`config.mk`:
```
export PLATFORM = sky130hd
export DESIGN_NAME = lt8900_frame_over_nrf24_encoder
export DESIGN_NICKNAME = d
export VERILOG_FILES = /design/src/lt8900enc_pkg.sv /design/src/lt8900enc_front.sv /design/src/lt8900enc_queue.sv /design/src/lt8900enc_back.sv /design/src/lt8900_frame_over_nrf24_encoder.sv
export SDC_FILE = /design/constraint.sdc
export NUM_CORES = 1
export LEC_CHECK = 0
export ABC_AREA = 1
export BUFFER_PORTS_ARGS = -buffer_cell sky130_fd_sc_hd__buf_4
export CORE_MARGIN = 2
export CORE_UTILIZATION = 50
export CTS_BUF_LIST = sky130_fd_sc_hd__clkbuf_8
export DETAILED_ROUTE_END_ITERATION = 7
export PLACE_DENSITY_LB_ADDON = 0.08
export SYNTH_ARGS = -nofsm -noshare
export SYNTH_HDL_FRONTEND = slang
export SYNTH_SLANG_ARGS = --single-unit
```
`constraint.sdc`:
```
create_clock -name clk_i -period 7.8 [get_ports clk_i]
set_input_delay 0.78 -clock clk_i [delete_from_list [all_inputs] [get_ports clk_i]]
set_output_delay 0.78 -clock clk_i [all_outputs]
set_load 0.005 [all_outputs]
```
`src/lt8900enc_pkg.sv`:
```
// Package for the LT8900 frame encoder: word types, queue entry type,
// register indexes and constants. No dependencies.
package lt8900enc_pkg;

  localparam int unsigned MAX_FRAME_DFLT = 32;
  localparam int unsigned QUEUE_DEPTH    = 2;
  localparam int unsigned CFG_IDX_W      = 3;
  localparam int unsigned CFG_DATA_W     = 16;

  localparam logic [7:0]  PRE_ODD    = 8'h55;
  localparam logic [7:0]  PRE_EVEN   = 8'hAA;
  localparam logic [3:0]  AW_MAX     = 4'd5;
  localparam logic [15:0] CRC16_TAPS = 16'h8408;

  localparam logic [3:0]  RST_PREAMBLE = 4'd3;
  localparam logic        RST_LONG     = 1'b1;
  localparam logic [15:0] RST_SYNC_LO  = 16'h0000;
  localparam logic [15:0] RST_SYNC_HI  = 16'h0000;
  localparam logic [4:0]  RST_TRAILER  = 5'd4;
  localparam logic        RST_CRC_EN   = 1'b1;

  typedef enum logic [CFG_IDX_W-1:0] {
    CFG_PREAMBLE = 3'd0,
    CFG_LONG     = 3'd1,
    CFG_SYNC_LO  = 3'd2,
    CFG_SYNC_HI  = 3'd3,
    CFG_TRAILER  = 3'd4,
    CFG_CRC_EN   = 3'd5
  } cfg_reg_e;

  typedef struct packed {
    logic [7:0] payload_byte;
    logic       last_byte;
  } in_word_t;

  typedef struct packed {
    logic [7:0] air_byte;
    logic       frame_end;
    logic       overflow;
  } out_word_t;

  // classified word as handed from the front to the back
  typedef struct packed {
    logic [7:0]  payload;
    logic        last;
    logic        first;
    logic        crc_en;
    logic [3:0]  hdr_lo;    // first header byte index to send
    logic [3:0]  hdr_hi;    // one past the last header byte index
    logic [3:0]  pre_end;   // preamble length
    logic [3:0]  sync_end;  // preamble plus syncword length
    logic [2:0]  rem;       // partial trailer bits
    logic [7:0]  pre_byte;
    logic [31:0] sync;
  } q_entry_t;

endpackage

```
`src/lt8900enc_front.sv`:
```
// Front end: configuration registers, input acceptance and classification
// of each payload word into a queue entry. Depends on lt8900enc_pkg.
module lt8900enc_front (
  input  logic                               clk_i,
  input  logic                               rst_ni,
  input  logic                               cfg_we_i,
  input  logic [lt8900enc_pkg::CFG_IDX_W-1:0]  cfg_idx_i,
  input  logic [lt8900enc_pkg::CFG_DATA_W-1:0] cfg_wdata_i,
  input  logic                               in_valid_i,
  output logic                               in_ready_o,
  input  lt8900enc_pkg::in_word_t            in_word_i,
  input  logic                               q_full_i,
  output logic                               q_push_o,
  output lt8900enc_pkg::q_entry_t            q_entry_o
);
  import lt8900enc_pkg::*;

  logic [3:0]  pre_q;
  logic        long_q;
  logic [15:0] sync_lo_q;
  logic [15:0] sync_hi_q;
  logic [4:0]  trl_q;
  logic        crc_en_q;
  logic        first_q, first_d;

  logic [3:0] p, s, aw;
  logic [4:0] t_cl, t_ev, aw_raw, hi_sum;

  always_ff @(posedge clk_i or negedge rst_ni) begin
    if (!rst_ni) begin
      pre_q     <= RST_PREAMBLE;
      long_q    <= RST_LONG;
      sync_lo_q <= RST_SYNC_LO;
      sync_hi_q <= RST_SYNC_HI;
      trl_q     <= RST_TRAILER;
      crc_en_q  <= RST_CRC_EN;
      first_q   <= 1'b1;
    end else begin
      first_q <= first_d;
      if (cfg_we_i) begin
        case (cfg_idx_i)
          CFG_PREAMBLE: pre_q     <= cfg_wdata_i[3:0];
          CFG_LONG:     long_q    <= cfg_wdata_i[0];
          CFG_SYNC_LO:  sync_lo_q <= cfg_wdata_i;
          CFG_SYNC_HI:  sync_hi_q <= cfg_wdata_i;
          CFG_TRAILER:  trl_q     <= cfg_wdata_i[4:0];
          CFG_CRC_EN:   crc_en_q  <= cfg_wdata_i[0];
          default: ;
        endcase
      end
    end
  end

  assign in_ready_o = !q_full_i;
  assign q_push_o   = in_valid_i && !q_full_i;

  always_comb begin
    first_d = first_q;
    if (q_push_o) begin
      first_d = in_word_i.last_byte;
    end
  end

  // clamp settings and work out which header bytes the address does not cover
  always_comb begin
    if (pre_q == 4'd0) begin
      p = 4'd1;
    end else if (pre_q > 4'd8) begin
      p = 4'd8;
    end else begin
      p = pre_q;
    end
    s = long_q ? 4'd4 : 4'd2;
    if (trl_q < 5'd4) begin
      t_cl = 5'd4;
    end else if (trl_q > 5'd18) begin
      t_cl = 5'd18;
    end else begin
      t_cl = trl_q;
    end
    t_ev   = {t_cl[4:1], 1'b0};
    aw_raw = {1'b0, p} - 5'd1 + {1'b0, s};
    aw     = (aw_raw > {1'b0, AW_MAX}) ? AW_MAX : aw_raw[3:0];
    hi_sum = {1'b0, p} + {1'b0, s} + {3'b000, t_ev[4:3]};
  end

  always_comb begin
    q_entry_o.payload  = in_word_i.payload_byte;
    q_entry_o.last     = in_word_i.last_byte;
    q_entry_o.first    = first_q;
    q_entry_o.crc_en   = crc_en_q;
    q_entry_o.hdr_lo   = aw + 4'd1;
    q_entry_o.hdr_hi   = hi_sum[3:0];
    q_entry_o.pre_end  = p;
    q_entry_o.sync_end = p + s;
    q_entry_o.rem      = t_ev[2:0];
    q_entry_o.pre_byte = sync_lo_q[0] ? PRE_ODD : PRE_EVEN;
    q_entry_o.sync     = {sync_hi_q, sync_lo_q};
  end

endmodule

```
`src/lt8900enc_queue.sv`:
```
// Short FIFO of classified entries between front and back.
// Depends on lt8900enc_pkg.
module lt8900enc_queue (
  input  logic                     clk_i,
  input  logic                     rst_ni,
  input  logic                     push_i,
  input  lt8900enc_pkg::q_entry_t  wdata_i,
  output logic                     full_o,
  input  logic                     pop_i,
  output logic                     valid_o,
  output lt8900enc_pkg::q_entry_t  rdata_o
);
  import lt8900enc_pkg::*;

  localparam int unsigned PTR_W = (QUEUE_DEPTH > 1) ? $clog2(QUEUE_DEPTH) : 1;
  localparam int unsigned CNT_W = $clog2(QUEUE_DEPTH + 1);
  localparam logic [PTR_W-1:0] PTR_LAST = PTR_W'(QUEUE_DEPTH - 1);
  localparam logic [CNT_W-1:0] CNT_FULL = CNT_W'(QUEUE_DEPTH);

  q_entry_t          mem_q [QUEUE_DEPTH];
  logic [PTR_W-1:0]  wr_q, wr_d, rd_q, rd_d;
  logic [CNT_W-1:0]  cnt_q, cnt_d;
  logic              do_push, do_pop;

  assign full_o  = (cnt_q == CNT_FULL);
  assign valid_o = (cnt_q != '0);
  assign rdata_o = mem_q[rd_q];
  assign do_push = push_i && !full_o;
  assign do_pop  = pop_i && valid_o;

  always_comb begin
    wr_d  = wr_q;
    rd_d  = rd_q;
    cnt_d = cnt_q;
    if (do_push) begin
      wr_d = (wr_q == PTR_LAST) ? '0 : wr_q + PTR_W'(1);
    end
    if (do_pop) begin
      rd_d = (rd_q == PTR_LAST) ? '0 : rd_q + PTR_W'(1);
    end
    if (do_push && !do_pop) begin
      cnt_d = cnt_q + CNT_W'(1);
    end else if (do_pop && !do_push) begin
      cnt_d = cnt_q - CNT_W'(1);
    end
  end

  always_ff @(posedge clk_i or negedge rst_ni) begin
    if (!rst_ni) begin
      wr_q  <= '0;
      rd_q  <= '0;
      cnt_q <= '0;
    end else begin
      wr_q  <= wr_d;
      rd_q  <= rd_d;
      cnt_q <= cnt_d;
    end
  end

  always_ff @(posedge clk_i) begin
    if (do_push) begin
      mem_q[wr_q] <= wdata_i;
    end
  end

endmodule

```
`src/lt8900enc_back.sv`:
```
// Back end: frame sequencer (header, payload packing, CRC, flush), frame
// length limit and the output register. Depends on lt8900enc_pkg.
module lt8900enc_back #(
  parameter int unsigned MAX_FRAME = lt8900enc_pkg::MAX_FRAME_DFLT
) (
  input  logic                     clk_i,
  input  logic                     rst_ni,
  input  logic                     head_valid_i,
  input  lt8900enc_pkg::q_entry_t  head_i,
  output logic                     pop_o,
  output logic                     out_valid_o,
  input  logic                     out_ready_i,
  output lt8900enc_pkg::out_word_t out_word_o
);
  import lt8900enc_pkg::*;

  localparam int unsigned CNT_W = $clog2(MAX_FRAME + 1);
  localparam logic [CNT_W-1:0] CNT_MAX = CNT_W'(MAX_FRAME);

  typedef enum logic [2:0] {
    PH_PAY,
    PH_HDR,
    PH_CRC_LO,
    PH_CRC_HI,
    PH_DRAIN
  } phase_e;

  function automatic logic [7:0] rev8(input logic [7:0] v);
    logic [7:0] r;
    for (int i = 0; i < 8; i++) begin
      r[i] = v[7-i];
    end
    return r;
  endfunction

  function automatic logic [15:0] crc_byte(input logic [15:0] c_in, input logic [7:0] b_in);
    logic [15:0] c;
    logic [7:0]  b;
    c = c_in;
    b = b_in;
    for (int i = 0; i < 8; i++) begin
      if (b[0] ^ c[0]) begin
        c = (c >> 1) ^ CRC16_TAPS;
      end else begin
        c = c >> 1;
      end
      b = b >> 1;
    end
    return c;
  endfunction

  function automatic logic [7:0] hdr_byte(input q_entry_t e, input logic [3:0] q);
    logic [3:0] k;
    logic [7:0] b;
    k = q - e.pre_end;
    if (q < e.pre_end) begin
      b = e.pre_byte;
    end else if (q < e.sync_end) begin
      b = 8'(e.sync >> {k[1:0], 3'b000});
    end else begin
      b = e.payload[0] ? PRE_ODD : PRE_EVEN;
    end
    return b;
  endfunction

  phase_e      phase_q, phase_d;
  logic [3:0]  idx_q, idx_d;
  logic        hdr_done_q, hdr_done_d;
  logic [15:0] buf_q, buf_d;
  logic [3:0]  fill_q, fill_d;
  logic [15:0] crc_q, crc_d;
  logic [CNT_W-1:0] cnt_q, cnt_d;
  logic        out_valid_q, out_valid_d;
  out_word_t   out_q, out_d;

  logic        go, can_out, hdr_step, push_en, load;
  logic        cand_vld, cand_final;
  logic [7:0]  cand_byte, push_val, trl_pat;
  logic [3:0]  idx_eff;
  logic [15:0] psum;
  logic [4:0]  pfill;

  assign can_out = !out_valid_q || out_ready_i;
  assign go      = head_valid_i && can_out;
  assign trl_pat = head_i.payload[0] ? PRE_ODD : PRE_EVEN;

  always_comb begin
    phase_d    = phase_q;
    idx_d      = idx_q;
    hdr_done_d = hdr_done_q;
    buf_d      = buf_q;
    fill_d     = fill_q;
    crc_d      = crc_q;
    cnt_d      = cnt_q;
    pop_o      = 1'b0;
    hdr_step   = 1'b0;
    push_en    = 1'b0;
    push_val   = 8'h00;
    idx_eff    = idx_q;
    cand_vld   = 1'b0;
    cand_final = 1'b0;
    cand_byte  = 8'h00;
    load       = 1'b0;
    out_d      = out_q;
    psum       = 16'h0000;
    pfill      = 5'd0;

    if (go) begin
      unique case (phase_q)
        PH_PAY: begin
          if (head_i.first && !hdr_done_q) begin
            hdr_step = 1'b1;
            idx_eff  = head_i.hdr_lo;
          end else begin
            push_en  = 1'b1;
            push_val = head_i.payload;
            crc_d    = crc_byte(crc_q, head_i.payload);
            if (head_i.last) begin
              phase_d = head_i.crc_en ? PH_CRC_LO : PH_DRAIN;
            end else begin
              pop_o      = 1'b1;
              hdr_done_d = 1'b0;
            end
          end
        end
        PH_HDR: hdr_step = 1'b1;
        PH_CRC_LO: begin
          push_en  = 1'b1;
          push_val = crc_q[7:0];
          phase_d  = PH_CRC_HI;
        end
        PH_CRC_HI: begin
          push_en  = 1'b1;
          push_val = crc_q[15:8];
          phase_d  = PH_DRAIN;
        end
        PH_DRAIN: begin
          // flush is always exactly one byte: fill is never zero here
          cand_vld   = 1'b1;
          cand_final = 1'b1;
          cand_byte  = buf_q[7:0];
          buf_d      = 16'h0000;
          fill_d     = 4'd0;
          crc_d      = 16'h0000;
          pop_o      = 1'b1;
          hdr_done_d = 1'b0;
          phase_d    = PH_PAY;
        end
        default: phase_d = PH_PAY;
      endcase
    end

    if (hdr_step) begin
      if (idx_eff < head_i.hdr_hi) begin
        cand_vld  = 1'b1;
        cand_byte = hdr_byte(head_i, idx_eff);
        idx_d     = idx_eff + 4'd1;
        phase_d   = PH_HDR;
      end else begin
        // seed the bit buffer with the partial trailer bits
        buf_d      = {8'h00, trl_pat >> (4'd8 - {1'b0, head_i.rem})};
        fill_d     = {1'b0, head_i.rem};
        hdr_done_d = 1'b1;
        phase_d    = PH_PAY;
      end
    end

    if (push_en) begin
      psum  = buf_q | (16'(push_val) << fill_q);
      pfill = {1'b0, fill_q} + 5'd8;
      if (pfill > 5'd8) begin
        cand_vld  = 1'b1;
        cand_byte = psum[7:0];
        buf_d     = psum >> 8;
        fill_d    = 4'(pfill - 5'd8);
      end else begin
        buf_d  = psum;
        fill_d = 4'd8;
      end
    end

    if (cand_vld) begin
      if (cand_final) begin
        load = 1'b1;
        cnt_d = '0;
        if (cnt_q < CNT_MAX) begin
          out_d = '{air_byte: rev8(cand_byte), frame_end: 1'b1, overflow: 1'b0};
        end else begin
          out_d = '{air_byte: 8'h00, frame_end: 1'b1, overflow: 1'b1};
        end
      end else if (cnt_q < CNT_MAX) begin
        load  = 1'b1;
        cnt_d = cnt_q + CNT_W'(1);
        out_d = '{air_byte: rev8(cand_byte), frame_end: 1'b0, overflow: 1'b0};
      end
    end

    if (load) begin
      out_valid_d = 1'b1;
    end else if (out_ready_i) begin
      out_valid_d = 1'b0;
    end else begin
      out_valid_d = out_valid_q;
    end
  end

  always_ff @(posedge clk_i or negedge rst_ni) begin
    if (!rst_ni) begin
      phase_q     <= PH_PAY;
      idx_q       <= 4'd0;
      hdr_done_q  <= 1'b0;
      buf_q       <= 16'h0000;
      fill_q      <= 4'd0;
      crc_q       <= 16'h0000;
      cnt_q       <= '0;
      out_valid_q <= 1'b0;
      out_q       <= '0;
    end else begin
      phase_q     <= phase_d;
      idx_q       <= idx_d;
      hdr_done_q  <= hdr_done_d;
      buf_q       <= buf_d;
      fill_q      <= fill_d;
      crc_q       <= crc_d;
      cnt_q       <= cnt_d;
      out_valid_q <= out_valid_d;
      out_q       <= out_d;
    end
  end

  assign out_valid_o = out_valid_q;
  assign out_word_o  = out_q;

endmodule

```
`src/lt8900_frame_over_nrf24_encoder.sv`:
```
// LT8900 frame encoder, top level: front, queue and back.
// Depends on lt8900enc_pkg, lt8900enc_front, lt8900enc_queue, lt8900enc_back.
//
// Input channel (in_valid_i/in_ready_o/in_word_i) takes one payload word per
// cycle while in_ready_o is high, last_byte set on the packet's final word.
// Output channel (out_valid_o/out_ready_i/out_word_o) gives the bit-reversed
// air bytes. The user must write the registers (cfg_we_i, cfg_idx_i,
// cfg_wdata_i) only while idle; the block itself does not enforce this.
// The back's sequencer produces at most one byte per cycle. In the body of a
// packet it takes one word per cycle while the output is not stalled; the
// first word also makes it send the header bytes and seed the bit buffer with
// trailer bits, and the last word the two CRC bytes (if enabled) and a flush.
// When the receiver stalls, the output register holds its word, the back
// stops, and the two-entry queue fills before in_ready_o drops.
// Reset clears the queue, the sequencer and the frame state and loads the
// register defaults; the block is ready in the first cycle after reset.
module lt8900_frame_over_nrf24_encoder #(
  parameter int unsigned MAX_FRAME = lt8900enc_pkg::MAX_FRAME_DFLT
) (
  input  logic                                 clk_i,
  input  logic                                 rst_ni,
  input  logic                                 cfg_we_i,
  input  logic [lt8900enc_pkg::CFG_IDX_W-1:0]  cfg_idx_i,
  input  logic [lt8900enc_pkg::CFG_DATA_W-1:0] cfg_wdata_i,
  input  logic                                 in_valid_i,
  output logic                                 in_ready_o,
  input  lt8900enc_pkg::in_word_t              in_word_i,
  output logic                                 out_valid_o,
  input  logic                                 out_ready_i,
  output lt8900enc_pkg::out_word_t             out_word_o
);
  import lt8900enc_pkg::*;

  logic     q_push, q_full, q_pop, q_valid;
  q_entry_t q_wdata, q_head;

  lt8900enc_front u_front (
    .clk_i       (clk_i),
    .rst_ni      (rst_ni),
    .cfg_we_i    (cfg_we_i),
    .cfg_idx_i   (cfg_idx_i),
    .cfg_wdata_i (cfg_wdata_i),
    .in_valid_i  (in_valid_i),
    .in_ready_o  (in_ready_o),
    .in_word_i   (in_word_i),
    .q_full_i    (q_full),
    .q_push_o    (q_push),
    .q_entry_o   (q_wdata)
  );

  lt8900enc_queue u_queue (
    .clk_i   (clk_i),
    .rst_ni  (rst_ni),
    .push_i  (q_push),
    .wdata_i (q_wdata),
    .full_o  (q_full),
    .pop_i   (q_pop),
    .valid_o (q_valid),
    .rdata_o (q_head)
  );

  lt8900enc_back #(
    .MAX_FRAME (MAX_FRAME)
  ) u_back (
    .clk_i        (clk_i),
    .rst_ni       (rst_ni),
    .head_valid_i (q_valid),
    .head_i       (q_head),
    .pop_o        (q_pop),
    .out_valid_o  (out_valid_o),
    .out_ready_i  (out_ready_i),
    .out_word_o   (out_word_o)
  );

  a_no_push_full: assert property (@(posedge clk_i) disable iff (!rst_ni)
    q_push |-> !q_full)
    else $error("queue written while full");

  a_no_pop_empty: assert property (@(posedge clk_i) disable iff (!rst_ni)
    q_pop |-> q_valid)
    else $error("queue popped while empty");

  a_marker_form: assert property (@(posedge clk_i) disable iff (!rst_ni)
    out_valid_o && out_word_o.overflow |-> out_word_o.frame_end && out_word_o.air_byte == 8'h00)
    else $error("overflow marker malformed");

  a_accept_lands: assert property (@(posedge clk_i) disable iff (!rst_ni)
    in_valid_i && in_ready_o |=> q_valid)
    else $error("accepted word not queued");

endmodule
```
**Yosys cells after proc, flatten, opt, wreduce, memory -nomap -nowiden**

Memory sizes are Yosys's and may differ from the RTL's.
Index checks and enable logic that the tools add are counted.

- Bits of input ports: 33
- Output and inout bits: 12
- Bits in registers: 109
- Memories kept: 1
- Memory bits (writable): 138
- Logic and storage cells: 224

Memory list:

| memory | depth | width | rd ports | clocked after memory_dff | wr ports | RTL line | text |
|---|---|---|---|---|---|---|---|
| u_queue.mem_q | 2 | 69 | 1 | 0 | 1 | lt8900enc_queue.sv:20 | `q_entry_t mem_q [QUEUE_DEPTH];` |

- Bitwise operators: 17
- Mux-type cells: 110
- Shift-type cells: 3
- Reductions and logical operators: 33
- Equality and inequality tests: 14
- Add/subtract/negate cells: 16
- Magnitude comparators: 9

Operators by type and width:

| cell | number |
|---|---|
| $mux W16 | 36 |
| $mux W8 | 12 |
| $mux W4 | 12 |
| $pmux W16 S2 | 1 |
| $shr A32 B5 Y8 | 1 |
| $mux W10 | 3 |
| $mux W1 | 28 |
| $not A2 Y3 | 8 |
| $pmux W8 S3 | 1 |
| $mux W3 | 6 |
| $or A16 B16 Y16 | 1 |
| $reduce_and A2 Y1 | 8 |
| $shl A8 B4 Y16 | 1 |
| $eq A3 B2 Y1 const B | 4 |
| $lt A4 B4 Y1 | 3 |
| $mux W6 | 2 |
| $pmux W3 S4 | 1 |
| $reduce_bool A2 Y1 | 6 |
| $mux W5 | 2 |
| $eq A3 B3 Y1 const B | 3 |
| $add A4 B1 Y4 const B | 2 |
| $add A4 B4 Y4 | 2 |
| $pmux W1 S2 | 4 |
| $shr A8 B4 Y8 | 1 |
| 32 further kinds | 54 |

**Longest topological paths before layout**

Gate-level depths: netlist (run 1).
An unclocked memory read counts as a cell.

- Word-level depth: 40
- Mapped depth: 22
- Depth with buffers taken out: 21

**Cells and area by module**

Synthesis (run 1) repeated with hierarchy kept, for this count alone.

- Cells, all modules: 1,378
- Area total of the unflattened synthesis: 12,351.8 sq um

Modules (own cells, without submodules):

| module | sequential area each (sq um) | cells an instance | instances | area each (sq um) |
|---|---|---|---|---|
| lt8900enc_queue | 4,304.1 | 397 | 1 | 5,351.4 |
| lt8900enc_back | 1,526.5 | 716 | 1 | 4,715.8 |
| lt8900enc_front | 1,083.5 | 265 | 1 | 2,284.7 |

**Least setup slack after synthesis (run 1)**

No wires, ideal clock.

- Path type: input -> register
- Start point: input in_valid_i
- End point: memory u_queue.mem_q[1][10] (netlist bit), enable pin
- Cell stages on the path: 2
- Setup slack: 3.862 ns
- Arrival time: 3.456 ns
- Data required time: 7.318 ns
- Library setup time: 0.482 ns
- Buffers on the path: 0
- Path through: nand2_1 -> nor2_1

- Longest elaborated chain between the ends: 4

RTL lines:

| what | RTL line | text |
|---|---|---|
| start: declaration | lt8900_frame_over_nrf24_encoder.sv:25 | `input logic in_valid_i,` |
| $logic_and A1 B1 Y1 | lt8900enc_front.sv:55 | `assign q_push_o = in_valid_i && !q_full_i;` |
| $logic_and A1 B1 Y1 | lt8900enc_queue.sv:28 | `assign do_push = push_i && !full_o;` |
| $mux W1 | lt8900enc_queue.sv:61 | `if (do_push) begin` |
| $mux W1 (implied by the code) | lt8900enc_queue.sv:62 | `mem_q[wr_q] <= wdata_i;` |
| end: declaration | lt8900enc_queue.sv:20 |  |

No other way between the ends.

**Worst setup path after layout (run 1)**

- Start point: register u_queue.rd_q
- End point: register u_back.out_q (netlist bit u_back.out_word_o[9])

- Longest elaborated chain between the ends: 15
- Elaborated cells on any way between the ends: 36
- Classes of those cells: add/sub (1); order compare (3); shift (2); mux (26); bitwise (1); reduce/logical (2); memory (1)

RTL lines:

| what | RTL line | text |
|---|---|---|
| start: declaration | lt8900enc_queue.sv:21 | `logic [PTR_W-1:0] wr_q, wr_d, rd_q, rd_d;` |
| start signal: assignment | lt8900enc_queue.sv:55 | `rd_q <= rd_d;` |
| $mem_v2 Z2 W69 * | -- |  |
| $logic_and A1 B1 Y1 | lt8900enc_back.sv:111 | `if (head_i.first && !hdr_done_q) begin` |
| $mux W4 | lt8900enc_back.sv:111 |  |
| $mux W4 | lt8900enc_back.sv:109 | `unique case (phase_q)` |
| $mux W4 | lt8900enc_back.sv:108 | `if (go) begin` |
| $sub A2 B2 Y2 | lt8900enc_back.sv:55 | `k = q - e.pre_end;` |
| $shr A32 B5 Y8 | lt8900enc_back.sv:59 | `b = 8'(e.sync >> {k[1:0], 3'b000});` |
| $mux W8 | lt8900enc_back.sv:58 | `end else if (q < e.sync_end) begin` |
| $mux W8 | lt8900enc_back.sv:56 | `if (q < e.pre_end) begin` |
| $mux W8 | lt8900enc_back.sv:154 | `if (idx_eff < head_i.hdr_hi) begin` |
| $mux W8 | lt8900enc_back.sv:153 | `if (hdr_step) begin` |
| $mux W8 | lt8900enc_back.sv:171 | `if (pfill > 5'd8) begin` |
| $mux W8 | lt8900enc_back.sv:168 | `if (push_en) begin` |
| $mux W10 (on tied branches) | lt8900enc_back.sv:191, lt8900enc_back.sv:186 |  |
| $mux W10 | lt8900enc_back.sv:183 | `if (cand_final) begin` |
| end signal: assignment | lt8900enc_back.sv:227 | `out_q <= out_d;` |
| end: declaration | lt8900enc_back.sv:74 | `out_word_t out_q, out_d;` |

Every way passes the cells marked *; elsewhere a longest branch is shown, timed or not. The select of a mux whose other input is x is not followed.
A chain may end at the register's enable or synchronous reset.

==> impl_results.md, run 1 <==
* Syn Nets at ~1.2k
* Compound-Gate Fraction of Synth Area at between 7 and 8%
* Max Cap Viol at 0
* Fin util at 57.46%
* Synth Cell Area at 0.01116 sq mm
* Post-DP Area at 0.01172 sq mm
* Clock Pin Slew Worst Setup and Hold Paths at 0.06 ns
* Main combinational cell family by area after synthesis: simple AND/OR/NAND/NOR gates
* Post-CTS Setup Bufs at 0
* GRT Resource Usage Total at a little over a fifth
* Worst-Margin Slew at roughly 1.1 ns
* Avg Inst Size Synth at 9.595 sq um
* Mux contribution to synthesized area at 1.076%
* Synth Warn # at 0
* First-pass GRT wire length at 41240 microns
* Clock Path Buffers at 3
* Pre-antenna DRT Iters at 5
* Hold buffers post-CTS at 0
* Status: complete, no violations
* Asr flop ratio synth at 47.19%
* Routability cong. at 0.8507
* P&R area growth vs syn at 12.71%
* Number of synthesized flops with an enable pin at 122
* DR vias at 8000
* Vias in the first global route at 7911
* Clock Latency Late Sink at 0.55 ns
* Setup_tns at 0 ns
* Worst Setup Start Kind: flip-flop
* WP data arrival at approximately 4.7 ns
* DIE HEIGHT at 153.4 microns
* Mapped Cells at 1163
* Worst slew margin at 24.74%
* Sw frac at 43.61%
* Top FF cell, synth: edfxtp_1
* Nets at 1281
* Die area at 0.02353 sq mm
* Antenna violations before repair at 0
* Wirelength, routed at approximately 25000 microns
* Fraction of layout cells with a size suffix above 1 at around 14%
* Clock share of power at 20.0%
* Fill cells at 1931
* Tcrit/Tclk final at 54.83%
* Gate power share at around 47%
* Period minus WS final at between 4 and 5 ns
* Fin Clk Skew at 0.01924 ns
* Adder-Cell Fraction of Synth Area at 3.700%
* Post-route ant nets at 0
* DRC violations left at 0
* DR iter-0 viols at between 500 and 600
* Leakage power at 5.772 nW
* Antenna diode count at 0
* Commonest non-fill, non-tap cell in the layout: nand2_1
* Num rows at 54
* Power density cells at ~460 mW/mm^2
* Final Slew Violations at 0
* Register area share after synthesis at 57.34%
* Worst hold-check path type: input port to async pin
* GRT overflow at 0
* # setup viols final at 0
* Synth Area in XOR/XNOR at under 10%
* Seq cells post-synth at 231
* Root Buffer: clkbuf_8
* CTS resizes at 0
* H-tree Lvls at 2
* Ports at 45
* Num CTS Buffers at 41
* IO Port Bufs at 44
* CTS tree: yes
* Starting Density at between 50% and 60%
* Most frequent cells in the layout: nand2_1 (332), nand3_1 (124), edfxtp_1 (122)
* Worst setup EP type: flip-flop
* Synth unique cells at 52
* NetSw at 2.532 mW
* Vias per std cell at approximately 5.2
* Design area at 0.01258 sq mm
* Synth Area in Simple Gates at 21.62%
* CTS sink cnt at roughly 230
* Critical path type: flip-flop to flip-flop
* Internal at 3.275 mW
* Final hold vios at 0
* Sequential power share at 33.4%
* Required @ worst endpoint at 8.23 ns
* Multi-input logic area at 0.004161 sq mm
* Largest net degree at the start of global routing at 63
* R2r setup slk at roughly 3.5 ns
* DP Wirelength at between 15000 and 20000 microns
* Core area at approximately 0.022 sq mm
* Maximum VDD drop at 0.0001882 V
* Unrepaired setup endpoints after global routing: no
* Overall die width at 153.4 microns
* Register Area at 0.006400 sq mm
* Wirelength per Cell at 16.41 microns
* Maximum clock rate at ~0.23 GHz
* Max FO, Critical Path at 53
-- sequential cells by signal (all words and copies together), names as in the netlist --
name,count
u_front.long_q,1
u_back.out_word_o,10
u_front.sync_lo_q,16
u_back.out_valid_o,1
u_queue.rd_q,1
u_back.hdr_done_q,1
u_back.crc_q,16
u_back.idx_q,4
u_front.sync_hi_q,16
u_queue.cnt_q,2
u_front.first_q,1
u_queue.mem_q,122
u_back.buf_q,16
u_back.fill_q,4
u_front.trl_q,5
u_queue.wr_q,1
u_front.pre_q,4
u_front.crc_en_q,1
u_back.phase_q,3
u_back.cnt_q,6
-- final cells by class --
cell class              instances  area share [%]
clock buffers                  47           5.143
clock inverters                29           1.691
inverters                     113           3.432
multi-input cells             781           33.08
flip-flops and latches        231           50.88
well taps                     280           2.785
repair buffers                 50           2.984
-- cells in the mapped netlist, types with 2 or more instances --
cell type,instances,share of area [%]
nor2_2,6,0.34
o21ai_1,5,0.22
a21o_1,2,0.13
clkbuf_1,21,0.71
clkinv_1,4,0.13
dfrtp_1,103,23
edfxtp_1,122,33
o21ai_0,73,3.3
nand2_4,6,0.61
nand2_2,3,0.17
nor3_1,3,0.13
o31ai_1,5,0.34
inv_4,3,0.17
buf_2,8,0.36
nand4_1,3,0.17
mux2i_1,12,1.1
o21ai_2,6,0.47
buf_1,3,0.10
a21oi_1,37,1.7
inv_1,97,3.3
nor2_1,56,1.9
nor2_8,3,0.54
nor3_2,2,0.18
fa_1,5,0.90
inv_2,9,0.30
nand2_1,332,11
xor2_1,25,2.0
ha_1,25,2.8
nor2_4,4,0.40
nand3_1,124,5.6
buf_4,4,0.27
nand3_2,2,0.18
xnor2_1,12,0.94
buf_6,2,0.20
dfstp_2,6,1.4
o22ai_1,11,0.62
a31oi_1,4,0.22
-- stage by stage --
step / worst slack [ns] / power, mW / instances / hold WS (ns)
6_report: 3.524 / 5.808 / 1531 / 0.2754
5_1_grt: 3.053 / 6.312 / 1531 / 0.3066
4_1_cts: 3.448 / 5.853 / 1531 / 0.3074
3_5_place_dp: 3.225 / 4.672 / 1455 / 0.4539
3_3_place_gp: 3.238 / 4.639 / 1455 / 0.4505
2_1_floorplan: 3.862 / 3.965 / 1163 / 0.4424
-- final timing paths --
path                       cells past startpoint             startpoint              endpoint
setup reg to reg                              17           u_queue.rd_q  u_back.out_word_o[9]
max in group asynchronous                      2                 rst_ni          u_queue.rd_q
hold / removal                                 1                 rst_ni    u_back.out_valid_o
min in group clk_i                             2            out_ready_i    u_back.out_valid_o
setup / recovery                              17           u_queue.rd_q  u_back.out_word_o[9]
hold reg to reg                                0  u_front.sync_lo_q[10]  u_queue.mem_q[0][10]
-- per-layer routing --
| metal | GRT usage, % | vias up | share of wire, % |
|---|---|---|---|
| li1 | - | 3998 | - |
| met1 | 30.38 | 3755 | 46 |
| met2 | 35.10 | 197 | 46 |
| met3 | 3.629 | 50 | 5.0 |
| met4 | 7.602 | 0 | 2.7 |
| met5 | 0 | - | 0 |
-- cell families after synthesis --
logic type	after synthesis
AND/OR/NAND/NOR	549
flip-flops	231
AO/OA/AOI/OAI	152
buffers and inverters	151
XOR/XNOR	38
adder cells (fa/ha/maj)	30
multiplexers	12
-- worst max-delay path, cell delays in order, from the launching register on --
cell and delay, ns:
dfrtp_2 0.52, buf_4 0.36, inv_2 0.12, buf_4 0.46, nor2_1 0.07, or3_1 0.35, nand2_1 0.16, inv_1 0.09
fa_1 0.79, clkinv_1 0.35, o21ai_0 0.16, o221ai_1 0.13, nand3_1 0.10, nand2_1 0.06, a21boi_0 0.16, o21ai_0 0.10
nand2_1 0.07, nand2_1 0.05
-- power by group through the flow --
stage	Clock (mW)	Sequential [mW]	Combinational, mW
floorplan	0	1.88	2.09
CTS	1.19	1.94	2.72
detailed placement	0	1.96	2.71
finish	1.16	1.94	2.71
global placement	0	1.96	2.68
global route	1.24	1.98	3.09
Power figures use the tool's default switching activity.
==> run 2, diff against run 1 <==
Clock period 7.8 ns to 4.4 ns, I/O delays scaled along.
==> run 2 against run 1 <==
Effect of this change: the flow now finishes with violations (negative hold slack); global-route usage shrank 0.40 points; non-clock buffer count grew 4; wire length shrank 1.5%; register-to-register slack lost 3.0 ns; first-iteration DRC count grew 1.4%; clock skew grew 0.0022 ns; critical path depth is the same; sequential cell count is the same; die area is the same; critical path type unchanged; largest power group unchanged.
==> impl_results.md, run 2 (synthesis gave the netlist of run 1 again) <==
* Status: complete, but fails checks
* Violated checks: negative hold slack
* WP data arrival at 4.29 ns (-0.42 ns)
* GR Util met1 at 28.65% (-1.7 points)
* Clock Pin Slew Worst Setup and Hold Paths at 0.06 ns (about the same)
* Clock Latency Late Sink at 0.54 ns (about the same)
* DR iter-0 viols at 597 (+1.4%)
* Worst-Margin Slew at 1.165 ns (+0.03935 ns)
* Setup_tns at 0 ns (unchanged)
* R2R cell count at 17 (unchanged)
* Starting Density at 50.98% (unchanged)
* Worst Setup SP: u_back.phase_q[0]
* CP endpoint: u_back.out_word_o[9]
* Final hold vios at 13 (+13)
* Maximum VDD drop at 0.0003314 V (+76%)
* Required @ worst endpoint at 4.83 ns (-3.40 ns)
* Post-DP Area at 0.01175 sq mm (+0.26%)
* Fill cells at 1979 (+2.5%)
* Root Buffer: clkbuf_8
* Design area at 0.01253 sq mm (-0.40%)
* Nets at 1284 (+0.23%)
* Num CTS Buffers at 40 (-2.4%)
* Largest reg by FF count: u_queue.mem_q
* Post-CTS Setup Bufs at 0 (unchanged)
* CTS tree: yes
* Antenna violations before repair at 0 (unchanged)
* Reg2reg end: u_back.out_word_o[9]
* Hold_ws at -0.02719 ns (-0.3026 ns)
* Maximum clock rate at 0.2592 GHz (+11%)
* GRT overflow at 0 (unchanged)
* Max FO, Critical Path at 10 (-81%)
* Commonest non-fill, non-tap cell in the layout: nand2_1
* Multi-input logic area at 0.004161 sq mm (unchanged)
* Worst setup EP type: flip-flop
* Wirelength, routed at 24740 microns (-1.5%)
* Routability cong. at 0.8462 (-0.53%)
* Clock Path Buffers at 3 (unchanged)
* Final Slew Violations at 0 (unchanged)
* CTS resizes at 0 (unchanged)
* GR peak layer: met2
* P&R area growth vs syn at 12.27%
* GRT Resource Usage Total at 21.46% (-0.40 points)
* DR vias at 7947 (-0.66%)
* Die area at 0.02353 sq mm (unchanged)
* DIE HEIGHT at 153.4 microns (unchanged)
* CTS sink cnt at 231 (unchanged)
* R2r setup slk at 0.54 ns (-2.98 ns)
* Unrepaired setup endpoints after global routing: no
* Worst Setup Start Kind: flip-flop
* Core area at 0.02189 sq mm (unchanged)
* Worst slew margin at 22.11% (-2.6 points)
* Most frequent cells in the layout: nand2_1 (332), nand3_1 (124), edfxtp_1 (122)
* Reg2Reg Launch Point: u_back.phase_q[0]
* Hold buffers post-CTS at 0 (unchanged)
* IO Port Bufs at 44 (unchanged)
* H-tree Lvls at 2 (unchanged)
* Tcrit/Tclk final at 87.69% (+33 points)
* Num rows at 54 (unchanged)
* First-pass GRT wire length at 40250 microns (-2.4%)
* Ports at 45 (unchanged)
* Wirelength per Cell at 16.16 microns (-1.5%)
* Max reg flops at 122 (unchanged)
* Fin Clk Skew at 0.02140 ns (+0.002154 ns)
* Vias in the first global route at 7807 (-1.3%)
* Period minus WS final at 3.859 ns (-0.4178 ns)
* Post-route ant nets at 0 (unchanged)
* Met3 usage at 3.799% (+0.17 points)
* Overall die width at 153.4 microns (unchanged)
* Power density cells at 811.3 mW/mm^2 (+76%)
* Fraction of layout cells with a size suffix above 1 at 13.35% (-0.24 points)
* Critical path type: flip-flop to flip-flop
* # setup viols final at 0 (unchanged)
* Met2 Usage GRT at 35.57% (+0.47 points)
* Worst hold-check path type: input port to async pin
* Pre-antenna DRT Iters at 7 (+2)
* Vias per std cell at 5.191 (-0.66%)
* Register Area at 0.006400 sq mm (unchanged)
* Max Cap Viol at 0 (unchanged)
* Largest net degree at the start of global routing at 64 (+1.6%)
* Antenna diode count at 0 (unchanged)
* Leakage power at 5.769 nW (about the same)
* DP Wirelength at 17320 microns (+0.94%)
* DRC violations left at 0 (unchanged)
## run 2: cell count changes in the layout (fill, tap and decap cells not counted)
cell,delta
bufinv_16,-2
clkinv_2,-4
inv_8,-1
inv_1,+6
clkinv_1,-3
buf_4,+4
## run 2: worst min path at each step
stage                                 to  slack (ns)             startpoint  depth (start not counted)
floorplan                u_back.buf_q[0]        0.14                 rst_ni                          0
global placement    u_queue.mem_q[1][19]        0.45   u_front.sync_hi_q[3]                          0
detailed placement  u_queue.mem_q[0][12]        0.45  u_front.sync_lo_q[12]                          0
CTS                      u_back.crc_q[4]        0.01                 rst_ni                          1
global route             u_back.crc_q[4]        0.03                 rst_ni                          1
finish                   u_back.crc_q[5]       -0.03                 rst_ni                          1
## run 2: per-stage QoR
stage | hold slack, ns | std cells | setup WS, ns | total power [mW] | utilization (%)
floorplan | 0.1444 | 1163 | 0.7270 | 7.028 | -
global placement | 0.4526 | 1459 | 0.6284 | 8.268 | 53.67
detailed placement | 0.4535 | 1459 | 0.5629 | 8.333 | 53.67
CTS | 0.01381 | 1531 | 0.5226 | 10.26 | 57.23
global route | 0.02977 | 1531 | 0.1431 | 11.03 | 57.23
finish | -0.02719 | 1531 | 0.5415 | 10.16 | 57.23
## run 2: critical path, cell delays in order, from the launching register on
cell and delay [ns]:
dfrtp_1 0.42, inv_2 0.10, nand2_4 0.08, nor2_8 0.17
nand3_2 0.17, or3_1 0.34, nand2_1 0.16, inv_1 0.09
fa_1 0.82, clkinv_1 0.37, o21ai_0 0.17, o221ai_1 0.15
nand3_1 0.12, nand2_1 0.06, a21boi_0 0.29, o21ai_0 0.12
nand2_1 0.07, nand2_1 0.05
## run 2: cell type report
class                      count  area share, %
tap                          280          2.796
sequential                   231          51.08
multi-input combinational    781          33.22
clock inverter                25          1.059
inverter                     113          3.446
timing repair buffer          54          3.236
clock buffer                  47          5.163
## run 2: power by group
| part | total, mW | switching [mW] | leakage [nW] | internal, mW |
|---|---|---|---|---|
| clock | 1.90 | 0.865 | 0.459 | 1.03 |
| sequential | 3.41 | 0.359 | 2.53 | 3.05 |
| combinational | 4.85 | 3.25 | 2.78 | 1.60 |
## run 2: per-layer routing
metal	share of wire, %	vias up
met1	45	3697
met3	4.7	50
li1	-	4003
met4	2.8	0
met2	48	197
met5	0	-
==> run 3, diff against run 2 <==
Settings changed: CORE_UTILIZATION 50 to 60, CTS_BUF_LIST sky130_fd_sc_hd__clkbuf_8 to sky130_fd_sc_hd__clkbuf_2 sky130_fd_sc_hd__clkbuf_4 sky130_fd_sc_hd__clkbuf_8.
==> run 3 against run 2 <==
Effect of this change: the run now ends clean; combinational power barely moved; core utilization rose by 12 points; register-to-register slack improved by 0.03 ns; sequential power rose by 1%; clock-buffer cell count rose by 8; clock skew fell by 0.0049 ns; non-clock buffer count rose by 1; cell count fell by 3.3%; hold slack improved by 0.094 ns; critical path type unchanged; largest cell class unchanged.
==> impl_results.md, run 3 (synthesis gave the netlist of run 1 again) <==
* CP top delay family: simple AND/OR/NAND/NOR gates
* Sequential power share at 33.6% (about the same)
* Internal at 5.781 mW (+1.7%)
* Num rows at 49 (-9.3%)
* Max FO, Critical Path at 23 (+13)
* Setup_tns at 0 ns (unchanged)
* Status: complete, no violations
* Clock Latency Late Sink at 0.54 ns (about the same)
* GRT Resource Usage Total at 25.51% (+4.0 points)
* DR iter-0 viols at 538 (-9.9%)
* Period minus WS final at 3.832 ns (-0.02670 ns)
* Wirelength, routed at 24390 microns (-1.4%)
* Sw frac at 43.86% (-0.19 points)
* Worst path max stage delay at 0.80 ns (-0.02 ns)
* Overall die width at 140.4 microns (-8.5%)
* WP data arrival at 4.26 ns (-0.03 ns)
* DR vias at 8117 (+2.1%)
* NetSw at 4.517 mW (+0.87%)
* Most frequent cells in the layout: nand2_1 (332), nand3_1 (124), edfxtp_1 (122)
* Final hold vios at 0 (-13)
* Root Buffer: clkbuf_8
* Clock Pin Slew Worst Setup and Hold Paths at 0.06 ns (about the same)
* GRT overflow at 0 (unchanged)
* Worst hold-check path type: input port to flip-flop
* Worst Setup Start Kind: flip-flop
* Max reg flops at 122 (unchanged)
* Vias in the first global route at 7777 (-0.38%)
* Maximum clock rate at 0.2610 GHz (+0.70%)
* Pre-antenna DRT Iters at 5 (-2)
* Post-route ant nets at 0 (unchanged)
* Max Cap Viol at 0 (unchanged)
* Largest reg by FF count: u_queue.mem_q
* Leakage power at 5.738 nW (-0.53%)
* Ports at 45 (unchanged)
* Setup ws final at 0.5682 ns (+0.02670 ns)
* Post-CTS Setup Bufs at 0 (unchanged)
* Largest net degree at the start of global routing at 52 (-19%)
* Num CTS Buffers at 39 (-2.5%)
* P&R area growth vs syn at 12.12%
* Most used cell, CP: nand2_1
* Final Slew Violations at 0 (unchanged)
* Unrepaired setup endpoints after global routing: no
* DP Wirelength at 16780 microns (-3.1%)
* Maximum VDD drop at 0.0003337 V (+0.70%)
* Commonest non-fill, non-tap cell in the layout: nand2_1
* Crit-path slowest cell: fa_1
* Antenna violations before repair at 0 (unchanged)
* Tcrit/Tclk final at 87.09% (-0.61 points)
* Dpl ws at 0.5773 ns (+0.01434 ns)
* Nets at 1284 (unchanged)
* Worst slew margin at 20.89% (-1.2 points)
* CTS tree: yes
* Vias per std cell at 5.484 (+5.7%)
* DRC violations left at 0 (unchanged)
* Starting Density at 61.70% (+11 points)
* Routability cong. at 0.8873 (+4.9%)
* Power density cells at 823.1 mW/mm^2 (+1.5%)
* Worst-Margin Slew at 1.183 ns (+0.01820 ns)
* # setup viols final at 0 (unchanged)
* H-tree Lvls at 2 (unchanged)
* Clock Path Buffers at 3 (unchanged)
* Cell Chain, Critical Path: nand2_4, nand2_1, nor2_2, nand3_2, or3_1, nand2_1, inv_1, fa_1, clkinv_1, o21ai_0, o221ai_1, nand3_1, nand2_1, a21boi_0, o21ai_0, nand2_1, nand2_1
* Die area at 0.01971 sq mm (-16%)
* CP Buf/Inv Count at 2 (-1)
* Required @ worst endpoint at 4.83 ns (about the same)
* Critical path type: flip-flop to flip-flop
* IO Port Bufs at 44 (unchanged)
* Levels on crit path at 17 (unchanged)
* Worst setup EP type: flip-flop
* Core area at 0.01809 sq mm (-17%)
* Clock share of power at 19.0% (+0.3 points)
* Fraction of layout cells with a size suffix above 1 at 14.07% (+0.72 points)
* Fin Clk Skew at 0.01647 ns (-0.004929 ns)
* First-pass GRT wire length at 39540 microns (-1.8%)
* Gate power share at 47.4% (-0.4 points)
* Wirelength per Cell at 16.48 microns (+2.0%)
* Antenna diode count at 0 (unchanged)
* R2R cell count at 17 (unchanged)
* Hold Crit Depth at 2
* DIE HEIGHT at 140.4 microns (-8.5%)
* CTS sink cnt at 231 (unchanged)
-- run 3: metrics by stage --
step / utilization [%] / instance area, sq um / hold slack (ns) / cells / power [mW]
2_1_floorplan: - / 11160 / 0.1444 / 1163 / 7.028
3_3_place_gp: 64.61 / 11690 / 0.4070 / 1408 / 8.228
3_5_place_dp: 64.61 / 11690 / 0.4078 / 1408 / 8.329
4_1_cts: 69.18 / 12510 / 0.03920 / 1480 / 10.33
5_1_grt: 69.18 / 12510 / 0.05535 / 1480 / 11.09
6_report: 69.18 / 12510 / 0.06665 / 1480 / 10.30
-- run 3: final cells by class --
class / count / area (sq um)
Clock buffer: 55 / 675.6
Clock inverter: 16 / 141.4
Fill cell: 1411 / 5574
Inverter: 113 / 431.7
Multi-Input combinational cell: 781 / 4161
Sequential cell: 231 / 6400
Tap cell: 229 / 286.5
Timing Repair Buffer: 55 / 415.4
-- run 3: repair_timing --
action                    4_1_cts  5_1_grt
gates resized for setup         0        0
hold buffers                    1        0
hold endpoints to repair       30        0
-- run 3: path summary, 6_finish.rpt --
kind,startpoint,endpoint,slack (ns)
max in group asynchronous,rst_ni,u_front.sync_lo_q[9],3.07
max reg2reg,u_queue.rd_q,u_back.out_word_o[9],0.57
max,u_queue.rd_q,u_back.out_word_o[9],0.57
min reg2reg,u_front.sync_hi_q[10],u_queue.mem_q[1][26],0.46
min,out_ready_i,u_back.out_valid_o,0.07
min in group asynchronous,rst_ni,u_back.crc_q[3],0.38
-- run 3: worst reg2reg max path, stage by stage, from the launching register on --
cell	delay, ns
dfrtp_2	0.61
nand2_4	0.17
nand2_1	0.07
nor2_2	0.15
nand3_2	0.19
or3_1	0.35
nand2_1	0.16
inv_1	0.09
fa_1	0.80
clkinv_1	0.33
o21ai_0	0.14
o221ai_1	0.13
nand3_1	0.12
nand2_1	0.06
a21boi_0	0.15
o21ai_0	0.09
nand2_1	0.07
nand2_1	0.05
-- run 3: power by group through the flow --
stage	Sequential, mW	Combinational (mW)	Clock (mW)
finish	3.46	4.88	1.96
detailed placement	3.48	4.85	0
global route	3.52	5.47	2.10
global placement	3.47	4.76	0
CTS	3.45	4.88	2.00
floorplan	3.33	3.70	0
-- run 3: metal layers --
| layer | GRT usage (%) | routed length (microns) | vias to the layer above |
|---|---|---|---|
| li1 | - | - | 4002 |
| met1 | 34.35 | 10850 | 3829 |
| met2 | 41.87 | 11800 | 231 |
| met3 | 3.795 | 999 | 55 |
| met4 | 10.79 | 744 | 0 |
| met5 | 0 | 0 | - |
